==> config.mk <==
export PLATFORM = sky130hd
export DESIGN_NAME = gesture_axis_detector_unit
export DESIGN_NICKNAME = d
export VERILOG_FILES = /design/src/hw/rtl/gad_pkg.sv /design/src/hw/rtl/gad_cfg_regs.sv /design/src/hw/rtl/gad_eval.sv /design/src/hw/rtl/gesture_axis_detector_unit.sv
export SDC_FILE = /design/constraint.sdc
export NUM_CORES = 1
export LEC_CHECK = 0
export ABC_AREA = 1
export BUFFER_PORTS_ARGS = -buffer_cell sky130_fd_sc_hd__buf_2
export CORE_ASPECT_RATIO = 1.1
export CORE_MARGIN = 2
export CORE_UTILIZATION = 25
export CTS_CLUSTER_DIAMETER = 40
export DETAILED_ROUTE_END_ITERATION = 12
export GPL_TIMING_DRIVEN = 1
export HOLD_SLACK_MARGIN = 0.1
export SYNTH_ARGS = -nofsm -noshare
export SYNTH_HDL_FRONTEND = slang
export SYNTH_SLANG_ARGS = --single-unit
==> constraint.sdc <==
create_clock -name clk -period 15.29 [get_ports clk]
set_input_delay 4.587 -clock clk [delete_from_list [all_inputs] [get_ports clk]]
set_output_delay 4.587 -clock clk [all_outputs]
set_load 0.01 [all_outputs]
==> src/hw/rtl/gad_pkg.sv <==
// Shared types, register indexes, reset values and helper functions for the
// gesture axis detector. No dependencies; used by every other file.
package gad_pkg;

    localparam int AccelWidth = 13;
    localparam int CoefWidth  = 8;
    localparam int UnitWidth  = 10;
    localparam int ThrWidth   = CoefWidth + UnitWidth;
    localparam int Mag10Width = 16;
    localparam int RunWidth   = 16;
    localparam int CfgIdxWidth = 3;
    localparam int CfgDataWidth = 24;

    localparam logic [23:0] PosCoefsRst   = 24'h0B0D0C;
    localparam logic [23:0] NegCoefsRst   = 24'h0D0B0C;
    localparam logic [23:0] QuietCoefsRst = 24'h020202;
    localparam logic [9:0]  UnitLevelRst  = 10'd255;
    localparam logic [1:0]  StartAxisRst  = 2'd1;
    localparam logic [15:0] SettleLenRst  = 16'd1000;

    typedef enum logic [CfgIdxWidth-1:0] {
        CFG_POS_COEFS   = 3'd0,
        CFG_NEG_COEFS   = 3'd1,
        CFG_QUIET_COEFS = 3'd2,
        CFG_UNIT_LEVEL  = 3'd3,
        CFG_START_AXIS  = 3'd4,
        CFG_SETTLE_LEN  = 3'd5
    } cfg_idx_t;

    typedef enum logic [1:0] {
        AXIS_X = 2'd0,
        AXIS_Y = 2'd1,
        AXIS_Z = 2'd2,
        AXIS_3 = 2'd3
    } axis_t;

    typedef enum logic [2:0] {
        DIR_NONE = 3'd0,
        DIR_XP   = 3'd1,
        DIR_XN   = 3'd2,
        DIR_YP   = 3'd3,
        DIR_YN   = 3'd4,
        DIR_ZP   = 3'd5,
        DIR_ZN   = 3'd6
    } dir_t;

    typedef struct packed {
        logic [23:0] pos_coefs;
        logic [23:0] neg_coefs;
        logic [23:0] quiet_coefs;
        logic [9:0]  unit_level;
        logic [1:0]  start_axis;
        logic [15:0] settle_length;
    } cfg_t;

    typedef struct packed {
        logic                emit;
        logic [2:0]          direction_code;
        logic [1:0]          chosen_axis;
        logic                settling;
        logic [RunWidth-1:0] quiet_run;
    } eval_t;

    function automatic logic [AccelWidth-1:0] abs_mag(input logic signed [AccelWidth-1:0] v);
        abs_mag = v[AccelWidth-1] ? AccelWidth'(-v) : AccelWidth'(v);
    endfunction

    function automatic logic [CoefWidth-1:0] coef_sel(input logic [23:0] packed_coefs,
                                                      input logic [1:0] axis);
        logic [CoefWidth-1:0] c;
        unique case (axis)
            AXIS_X:  c = packed_coefs[7:0];
            AXIS_Y:  c = packed_coefs[15:8];
            default: c = packed_coefs[23:16];
        endcase
        coef_sel = c;
    endfunction

    // Seed at the start axis (3 acts as x), then visit y and z in order,
    // taking an axis only on a strict improvement.
    function automatic logic [1:0] pick_axis(input logic [AccelWidth-1:0] mx,
                                             input logic [AccelWidth-1:0] my,
                                             input logic [AccelWidth-1:0] mz,
                                             input logic [1:0] start,
                                             input logic want_max);
        logic [1:0]            best;
        logic [AccelWidth-1:0] best_mag;
        unique case (start)
            AXIS_Y:  begin best = AXIS_Y; best_mag = my; end
            AXIS_Z:  begin best = AXIS_Z; best_mag = mz; end
            default: begin best = AXIS_X; best_mag = mx; end
        endcase
        if (want_max ? (my > best_mag) : (my < best_mag))
        begin
            best     = AXIS_Y;
            best_mag = my;
        end
        if (want_max ? (mz > best_mag) : (mz < best_mag))
        begin
            best = AXIS_Z;
        end
        pick_axis = best;
    endfunction

endpackage

==> src/hw/rtl/gad_cfg_regs.sv <==
// Configuration register file of the gesture axis detector.
// Depends on gad_pkg (cfg_t, register indexes, reset values).
module gad_cfg_regs (
    input  logic                             clk,
    input  logic                             rst_n,
    input  logic                             cfg_valid,
    input  logic [gad_pkg::CfgIdxWidth-1:0]  cfg_index,
    input  logic [gad_pkg::CfgDataWidth-1:0] cfg_data,
    output gad_pkg::cfg_t                    cfg
);

    gad_pkg::cfg_t cfg_reg;
    gad_pkg::cfg_t cfg_next;

    always_comb
    begin
        cfg_next = cfg_reg;
        if (cfg_valid)
        begin
            unique case (cfg_index)
                gad_pkg::CFG_POS_COEFS:   cfg_next.pos_coefs     = cfg_data;
                gad_pkg::CFG_NEG_COEFS:   cfg_next.neg_coefs     = cfg_data;
                gad_pkg::CFG_QUIET_COEFS: cfg_next.quiet_coefs   = cfg_data;
                gad_pkg::CFG_UNIT_LEVEL:  cfg_next.unit_level    = cfg_data[9:0];
                gad_pkg::CFG_START_AXIS:  cfg_next.start_axis    = cfg_data[1:0];
                gad_pkg::CFG_SETTLE_LEN:  cfg_next.settle_length = cfg_data[15:0];
                default:                  cfg_next = cfg_reg;
            endcase
        end
    end

    always_ff @(posedge clk or negedge rst_n)
    begin
        if (!rst_n)
        begin
            cfg_reg.pos_coefs     <= gad_pkg::PosCoefsRst;
            cfg_reg.neg_coefs     <= gad_pkg::NegCoefsRst;
            cfg_reg.quiet_coefs   <= gad_pkg::QuietCoefsRst;
            cfg_reg.unit_level    <= gad_pkg::UnitLevelRst;
            cfg_reg.start_axis    <= gad_pkg::StartAxisRst;
            cfg_reg.settle_length <= gad_pkg::SettleLenRst;
        end
        else
        begin
            cfg_reg <= cfg_next;
        end
    end

    assign cfg = cfg_reg;

endmodule

==> src/hw/rtl/gad_eval.sv <==
// Per-sample evaluation: max-axis direction test when idle, min-axis quiet
// test and run counter while settling. Combinational; depends on gad_pkg.
module gad_eval (
    input  gad_pkg::cfg_t                        cfg,
    input  logic signed [gad_pkg::AccelWidth-1:0] accel_x,
    input  logic signed [gad_pkg::AccelWidth-1:0] accel_y,
    input  logic signed [gad_pkg::AccelWidth-1:0] accel_z,
    input  logic                                 tick,
    input  logic                                 settling,
    input  logic [gad_pkg::RunWidth-1:0]         quiet_run,
    output gad_pkg::eval_t                       result
);

    logic [gad_pkg::AccelWidth-1:0] mag_x, mag_y, mag_z, mag_sel;
    logic [gad_pkg::Mag10Width-1:0] mag10;
    logic [gad_pkg::ThrWidth-1:0]   thr_a, thr_b;
    logic [gad_pkg::CoefWidth-1:0]  coef_a, coef_b;
    logic [1:0]                     axis_sel;
    logic                           neg_sel;
    logic                           over_a, over_b, is_quiet;
    logic [gad_pkg::RunWidth-1:0]   run_inc;

    always_comb
    begin
        mag_x = gad_pkg::abs_mag(accel_x);
        mag_y = gad_pkg::abs_mag(accel_y);
        mag_z = gad_pkg::abs_mag(accel_z);

        // Max search when idle, min search while settling.
        axis_sel = gad_pkg::pick_axis(mag_x, mag_y, mag_z, cfg.start_axis, !settling);

        unique case (axis_sel)
            gad_pkg::AXIS_X: begin mag_sel = mag_x; neg_sel = accel_x[gad_pkg::AccelWidth-1]; end
            gad_pkg::AXIS_Y: begin mag_sel = mag_y; neg_sel = accel_y[gad_pkg::AccelWidth-1]; end
            default:         begin mag_sel = mag_z; neg_sel = accel_z[gad_pkg::AccelWidth-1]; end
        endcase

        // 10*mag as shift-add
        mag10 = (gad_pkg::Mag10Width'(mag_sel) << 3) + (gad_pkg::Mag10Width'(mag_sel) << 1);

        // Threshold A: positive coef (idle) or quiet coef (settling); B: negative coef.
        coef_a = settling ? gad_pkg::coef_sel(cfg.quiet_coefs, axis_sel)
                          : gad_pkg::coef_sel(cfg.pos_coefs, axis_sel);
        coef_b = gad_pkg::coef_sel(cfg.neg_coefs, axis_sel);
        thr_a  = gad_pkg::ThrWidth'(coef_a) * gad_pkg::ThrWidth'(cfg.unit_level);
        thr_b  = gad_pkg::ThrWidth'(coef_b) * gad_pkg::ThrWidth'(cfg.unit_level);

        // 10*v > P holds only for positive v; 10*v < -N only for negative v.
        over_a   = !neg_sel && (mag_sel != '0) && (gad_pkg::ThrWidth'(mag10) > thr_a);
        over_b   = neg_sel && (gad_pkg::ThrWidth'(mag10) > thr_b);
        is_quiet = gad_pkg::ThrWidth'(mag10) < thr_a;
        run_inc  = is_quiet ? quiet_run + 1'b1 : '0;

        result.chosen_axis = axis_sel;
        result.settling    = settling;
        result.quiet_run   = quiet_run;
        if (settling)
        begin
            result.emit           = 1'b0;
            result.direction_code = gad_pkg::DIR_NONE;
            if (run_inc >= cfg.settle_length)
            begin
                result.settling  = 1'b0;
                result.quiet_run = '0;
            end
            else
            begin
                result.quiet_run = run_inc;
            end
        end
        else
        begin
            result.emit = tick;
            if (over_a)
                result.direction_code = {axis_sel, 1'b0} + 3'd1;
            else if (over_b)
                result.direction_code = {axis_sel, 1'b0} + 3'd2;
            else
                result.direction_code = gad_pkg::DIR_NONE;
            if (tick && (over_a || over_b))
            begin
                result.settling  = 1'b1;
                result.quiet_run = '0;
            end
        end
    end

endmodule

==> src/hw/rtl/gesture_axis_detector_unit.sv <==
// Gesture axis detector top level: input beat register, evaluation, result register.
// Depends on gad_pkg, gad_cfg_regs and gad_eval.
// An accepted beat's result is loaded into the result register once that is free or being drained.
// Throughput: one sample per cycle while the result side takes beats.
// Reset (rst_n low, asynchronous): idle, quiet run cleared, no beats held,
// configuration registers back to their documented defaults.
module gesture_axis_detector_unit (
    input  logic        clk,
    input  logic        rst_n,
    // Sample stream
    input  logic        s_axis_tvalid,
    output logic        s_axis_tready,
    input  logic [39:0] s_axis_tdata,   // [12:0] accel_x, [25:13] accel_y, [38:26] accel_z, [39] zero
    input  logic [0:0]  s_axis_tuser,   // [0] tick
    // Result stream
    output logic        m_axis_tvalid,
    input  logic        m_axis_tready,
    output logic [7:0]  m_axis_tdata,   // [2:0] direction_code, [4:3] chosen_axis, [7:5] zero
    // Configuration write channel
    input  logic        cfg_valid,
    output logic        cfg_ready,
    input  logic [gad_pkg::CfgIdxWidth-1:0]  cfg_index,
    input  logic [gad_pkg::CfgDataWidth-1:0] cfg_data
);

    gad_pkg::cfg_t  cfg;
    gad_pkg::eval_t eval;

    // Input beat register
    logic                                 in_valid_reg, in_valid_next;
    logic signed [gad_pkg::AccelWidth-1:0] ax_reg, ay_reg, az_reg;
    logic                                 tick_reg;

    // Detector state
    logic                           settling_reg, settling_next;
    logic [gad_pkg::RunWidth-1:0]   quiet_run_reg, quiet_run_next;

    // Result register
    logic       out_valid_reg, out_valid_next;
    logic [2:0] code_reg;
    logic [1:0] axis_reg;

    logic advance;
    logic take_in;
    logic load_out;

    // Config writes are always taken; the user keeps the block idle whenever they arrive (unenforced).
    assign cfg_ready = 1'b1;

    gad_cfg_regs u_cfg (
        .clk       (clk),
        .rst_n     (rst_n),
        .cfg_valid (cfg_valid),
        .cfg_index (cfg_index),
        .cfg_data  (cfg_data),
        .cfg       (cfg)
    );

    gad_eval u_eval (
        .cfg       (cfg),
        .accel_x   (ax_reg),
        .accel_y   (ay_reg),
        .accel_z   (az_reg),
        .tick      (tick_reg),
        .settling  (settling_reg),
        .quiet_run (quiet_run_reg),
        .result    (eval)
    );

    // The held sample moves on whenever the result register is free or being
    // drained; the input register refills in the same cycle.
    assign advance       = !out_valid_reg || m_axis_tready;
    assign s_axis_tready = !in_valid_reg || advance;
    assign take_in       = s_axis_tvalid && s_axis_tready;
    assign load_out      = in_valid_reg && advance && eval.emit;

    always_comb
    begin
        in_valid_next  = s_axis_tready ? s_axis_tvalid : in_valid_reg;
        settling_next  = settling_reg;
        quiet_run_next = quiet_run_reg;
        if (in_valid_reg && advance)
        begin
            settling_next  = eval.settling;
            quiet_run_next = eval.quiet_run;
        end
        out_valid_next = advance ? (in_valid_reg && eval.emit) : out_valid_reg;
    end

    always_ff @(posedge clk or negedge rst_n)
    begin
        if (!rst_n)
        begin
            in_valid_reg  <= 1'b0;
            out_valid_reg <= 1'b0;
            settling_reg  <= 1'b0;
            quiet_run_reg <= '0;
        end
        else
        begin
            in_valid_reg  <= in_valid_next;
            out_valid_reg <= out_valid_next;
            settling_reg  <= settling_next;
            quiet_run_reg <= quiet_run_next;
        end
    end

    // Payload registers, no reset
    always_ff @(posedge clk)
    begin
        if (take_in)
        begin
            ax_reg   <= s_axis_tdata[12:0];
            ay_reg   <= s_axis_tdata[25:13];
            az_reg   <= s_axis_tdata[38:26];
            tick_reg <= s_axis_tuser[0];
        end
        if (load_out)
        begin
            code_reg <= eval.direction_code;
            axis_reg <= eval.chosen_axis;
        end
    end

    assign m_axis_tvalid = out_valid_reg;
    assign m_axis_tdata  = {3'b000, axis_reg, code_reg};

endmodule

**After elaboration in Yosys (flattened, before gate mapping)**

Index checks and enable logic that the tools add are counted.

- Bits in registers: 164
- Input port bits: 73
- Logic and storage cells: 90

- Add/sub/neg operators: 7
- Multipliers: 2
- $lt $le $gt $ge: 8
- Equality and inequality tests: 8
- Muxes and demuxes: 24
- Reduce and logical (&&, ||, !) cells: 25

Operators with widths:

| kind | count |
|---|---|
| $mux W13 | 4 |
| $pmux W13 S2 | 2 |
| $pmux W8 S2 | 3 |
| $neg A13 Y13 | 3 |
| $gt A16 B18 Y1 | 2 |
| $mul A8 B10 Y18 | 2 |
| $mux W17 | 2 |
| $mux W16 | 2 |
| $gt A13 B13 Y1 | 2 |
| $lt A13 B13 Y1 | 2 |
| $lt A16 B18 Y1 | 1 |
| $add A16 B1 Y16 const B | 1 |
| $add A16 B14 Y16 | 1 |
| $ge A16 B16 Y1 | 1 |
| $reduce_and A2 Y1 | 7 |
| $reduce_bool A13 Y1 | 1 |
| $logic_and A1 B1 Y1 | 8 |
| $mux W8 | 1 |
| $eq A3 B2 Y1 const B | 2 |
| $eq A3 B3 Y1 const B | 2 |
| $mux W3 | 2 |
| $eq A2 B1 Y1 const B | 2 |
| $mux W2 | 2 |
| $mux W4 | 1 |
| other kinds (12) | 18 |

**Longest topological paths before layout**

- Word-level depth: 19
- Depth in mapped cells: 84
- Mapped depth without buffers: 80

**By module**

From an unflattened synthesis, not the netlist that was laid out.

- Cells, all modules: 2206
- Area, all modules: 16522.1 um^2

Modules (own cells, without submodules):

| module | times used | cells an instance | area each (um^2) | seq. area each (um^2) |
|---|---|---|---|---|
| gad_eval | 1 | 1627 | 10313.6 | 0.0 |
| gad_cfg_regs | 1 | 444 | 4041.4 | 2544.9 |
| gesture_axis_detector_unit | 1 | 135 | 2167.1 | 1826.8 |

**Worst setup path before layout**

OpenSTA, ideal clock, no wires.

- Kind: register to register
- Start point: reg u_cfg.cfg_reg, in the netlist u_cfg.cfg[16]
- End point: reg quiet_run_reg[10] (netlist bit)
- Arrival: 11.493 ns
- Required time: 15.173 ns
- Slack: 3.680 ns
- Stages on the path, launching flop included: 75
- Path buffers: 8
- Cells stage by stage: dfstp_2 -> inv_1 -> ha_1 -> clkbuf_1 -> inv_1 -> clkbuf_1 -> o21ai_0 -> ha_1 -> a21oi_1 -> o21ai_0 -> a21oi_1 -> nor2_1 -> o21ai_0 -> nand3_1 -> nand2_1 -> clkbuf_1 -> o21ai_0 -> ha_1 -> [... 39 more ...] -> nand2_1 -> nand2_1 -> nand2_1 -> nand3_1 -> buf_2 -> nand2_1 -> inv_1 -> ha_1 -> nand2_1 -> inv_1 -> nand3_1 -> nor3_1 -> nand3_1 -> nand4_1 -> clkbuf_1 -> nor2_1 -> nand2_1 -> nand2_1

RTL lines:

| what | line | RTL |
|---|---|---|
| start, declared | gad_cfg_regs.sv:12 | `gad_pkg::cfg_t cfg_reg;` |
| start signal, assigned | gad_cfg_regs.sv:45 | `cfg_reg <= cfg_next;` |
| end signal, assigned | gesture_axis_detector_unit.sv:104 | `quiet_run_reg <= quiet_run_next;` |
| end, declared | gesture_axis_detector_unit.sv:36 | `logic [gad_pkg::RunWidth-1:0] quiet_run_reg, quiet_run_next;` |

==> qor.yml <==
status: "finished, final reports clean"
ys.flop_type: "dfrtp_1"
hold_buffers: 0
area_growth_pct: 11.6
antenna_left: 0
hp-class: "reg2reg"
critPathKind: "reg2reg"
grt_max_degree: 76
fillers: 6796
yosys_warnings: 0
setup_violations: 0
overflow: 0
fin_crit_ns: 13.96
fin_nets: 2490
cts_tree: "done"
clk_latency_ns: 0.46
totalWireLength_mm: 40.9
vias_per_cell: 4.46
ys_ff_latch: 164
grtUsageTotal_pct: 12.9
cts_max_level: 4
clock_skew_ns: 0.0156
clock_path_buffers: 2
post_cts_resized: 0
critPathMaxFanout: 27
synth_cells: 2105
gp_congestion: 0.890
rsz0062_at_grt: "no"
antenna_found_initial: 1
cp_common_cell: "nand2_1"
wl_per_cell_um: 13.7
syn-mean-instance-area_um2: 7.48
synth_edf_count: 45
synth_area_mm2: 0.0158
diodes: 0
slew-limit-headroom_pct: 36.7
grt_pass1_wl_mm: 67.7
path_delay_family: "simple AND/OR/NAND/NOR gates"
drc: 0
cap_violations: 0
die_x_um: 243
hold_slack_ns: 0.486
synth.top_cell.area_share_pct: 13.5
start_util_pct: 25.3
firstDrtPassIters: 6
drv_slew: 0
post_cts_buffers: 0
first_global_vias: 13100
slowest_stage: "fa_1"
core_mm2: 0.0623
final-hold-violation-count: 0
yosys.area.top_type: "dfrtp_1"
die-area_mm2: 0.0650
largest_reg_flops: 100
slowest_delay_ns: 0.56
num_io_pins: 84
synth.most_common_cell: "nand2_1"
netlist-cell-type-count: 51
cp_num_buf_inv: 12
die_h_um: 267
fin_crit_sh_pct: 91.3
worstMarginPinSlew_ns: 0.950
port_buffers: 78
numCtsBuffers: 17
synthArstFlopShare_pct: 72.6
num_rows: 96
dp_hpwl_mm: 32.1
layout-drive-gt1-share_pct: 7.99
yosysSeqAreaShare_pct: 27.7
dr.first_iter.drc_count: 842
yosys-top-cells-count: "nand2_1 (558), inv_1 (336), nor2_1 (199)"
cts_sinks: 164
start_kind: "flip-flop"
max_freq_mhz: 71.6
synth_top_cells_by_area: "dfrtp_1 (14%), nand2_1 (13%), ha_1 (13%)"
cts.reportedPaths.clkPinSlew_ns: 0.07
cts_root_buf: "clkbuf_16"
via_count: 13400
endpoint_kind: "flip-flop"
required_ns: 15.68
cp_data_arrival_time_ns: 14.35
fin_setup_tns_ns: 0
[metrics by stage]
stage	cells	worst slack [ns]	cell area (um2)	utilization [%]
2_1_floorplan	2107	3.68	15800	-
3_3_place_gp	2967	1.24	17000	27.3
3_5_place_dp	2967	1.13	17000	27.3
4_1_cts	2999	1.08	17600	28.2
5_1_grt	2999	0.0551	17600	28.2
6_report	2999	1.33	17600	28.2
[worst reg2reg max path: cells and delay by family, from the launching register on]
kind | cells | cell delay [ns]
flops | 1 | 0.39
simple gates | 32 | 4.27
buf+inv | 12 | 1.56
xor+xnor | 1 | 0.26
compound gates | 19 | 3.31
fa+ha+maj | 11 | 4.14
[final timing paths]
path,start,cells after the start,slack [ns],endpoint
min in group asynchronous,rst_n,1,4.13,quiet_run_reg[10]
min,u_cfg.cfg[32],2,0.49,u_cfg.cfg[32]
max reg2reg,az_reg[0],75,1.33,quiet_run_reg[5]
max in group asynchronous,rst_n,2,9.79,u_cfg.cfg[53]
min reg2reg,u_cfg.cfg[32],2,0.49,u_cfg.cfg[32]
max,az_reg[0],75,1.33,quiet_run_reg[5]
[cell families after synthesis]
| family | after synthesis | share of synthesized area (%) |
|---|---|---|
| XOR/XNOR | 37 | 2.06 |
| other | 2 | 0.0477 |
| AO/OA/AOI/OAI | 301 | 10.5 |
| multiplexers | 1 | 0.0635 |
| AND/OR/NAND/NOR | 930 | 24.0 |
| buffers and inverters | 406 | 10.0 |
| flip-flops | 164 | 27.8 |
| adder cells (fa/ha/maj) | 264 | 25.6 |
[placed cells by master, fill, tap and decap left out, types with 3 or more instances in the layout]
| master | count |
|---|---|
| nand2_2 | 5 |
| o211ai_1 | 4 |
| nor2_2 | 4 |
| buf_2 | 77 |
| clkinv_8 | 3 |
| buf_4 | 14 |
| o21bai_1 | 4 |
| dfrtp_1 | 85 |
| nand2_1 | 557 |
| nor2_1 | 198 |
| edfxtp_1 | 45 |
| clkbuf_16 | 17 |
| clkinv_1 | 4 |
| nand3b_1 | 7 |
| inv_6 | 5 |
| dfstp_2 | 34 |
| conb_1 | 4 |
| xnor2_1 | 21 |
| or2_2 | 3 |
| fa_1 | 97 |
| nand4_1 | 15 |
| xor2_1 | 16 |
| a21oi_1 | 91 |
| a21o_1 | 7 |
| a221oi_1 | 8 |
| ha_1 | 167 |
| a31oi_1 | 3 |
| nor3_1 | 14 |
| o21ai_0 | 160 |
| nand3_1 | 120 |
| inv_1 | 336 |
| a22o_1 | 8 |
[area by class of cell]
cell class | instances | area (um2) | share of cell area, %
tap | 833 | 1040 | 5.93
multi-input combinational | 1537 | 9820 | 55.8
inverter | 342 | 1280 | 7.30
clock inverter | 14 | 145 | 0.826
clock buffer | 18 | 429 | 2.44
timing repair buffer | 91 | 490 | 2.79
sequential | 164 | 4370 | 24.9
[routing by layer]
metal  vias up  GRT usage [%]  share of wire (%)
li1       6785              -                  -
met1      6287           16.8                 45
met2       271           22.3                 48
met3        45           1.54                4.5
met4         2           4.03                2.1
met5         -              0              0.032
Power is not shown: default switching activity piles up to over one toggle a cycle in this logic, so the estimate is an artifact.
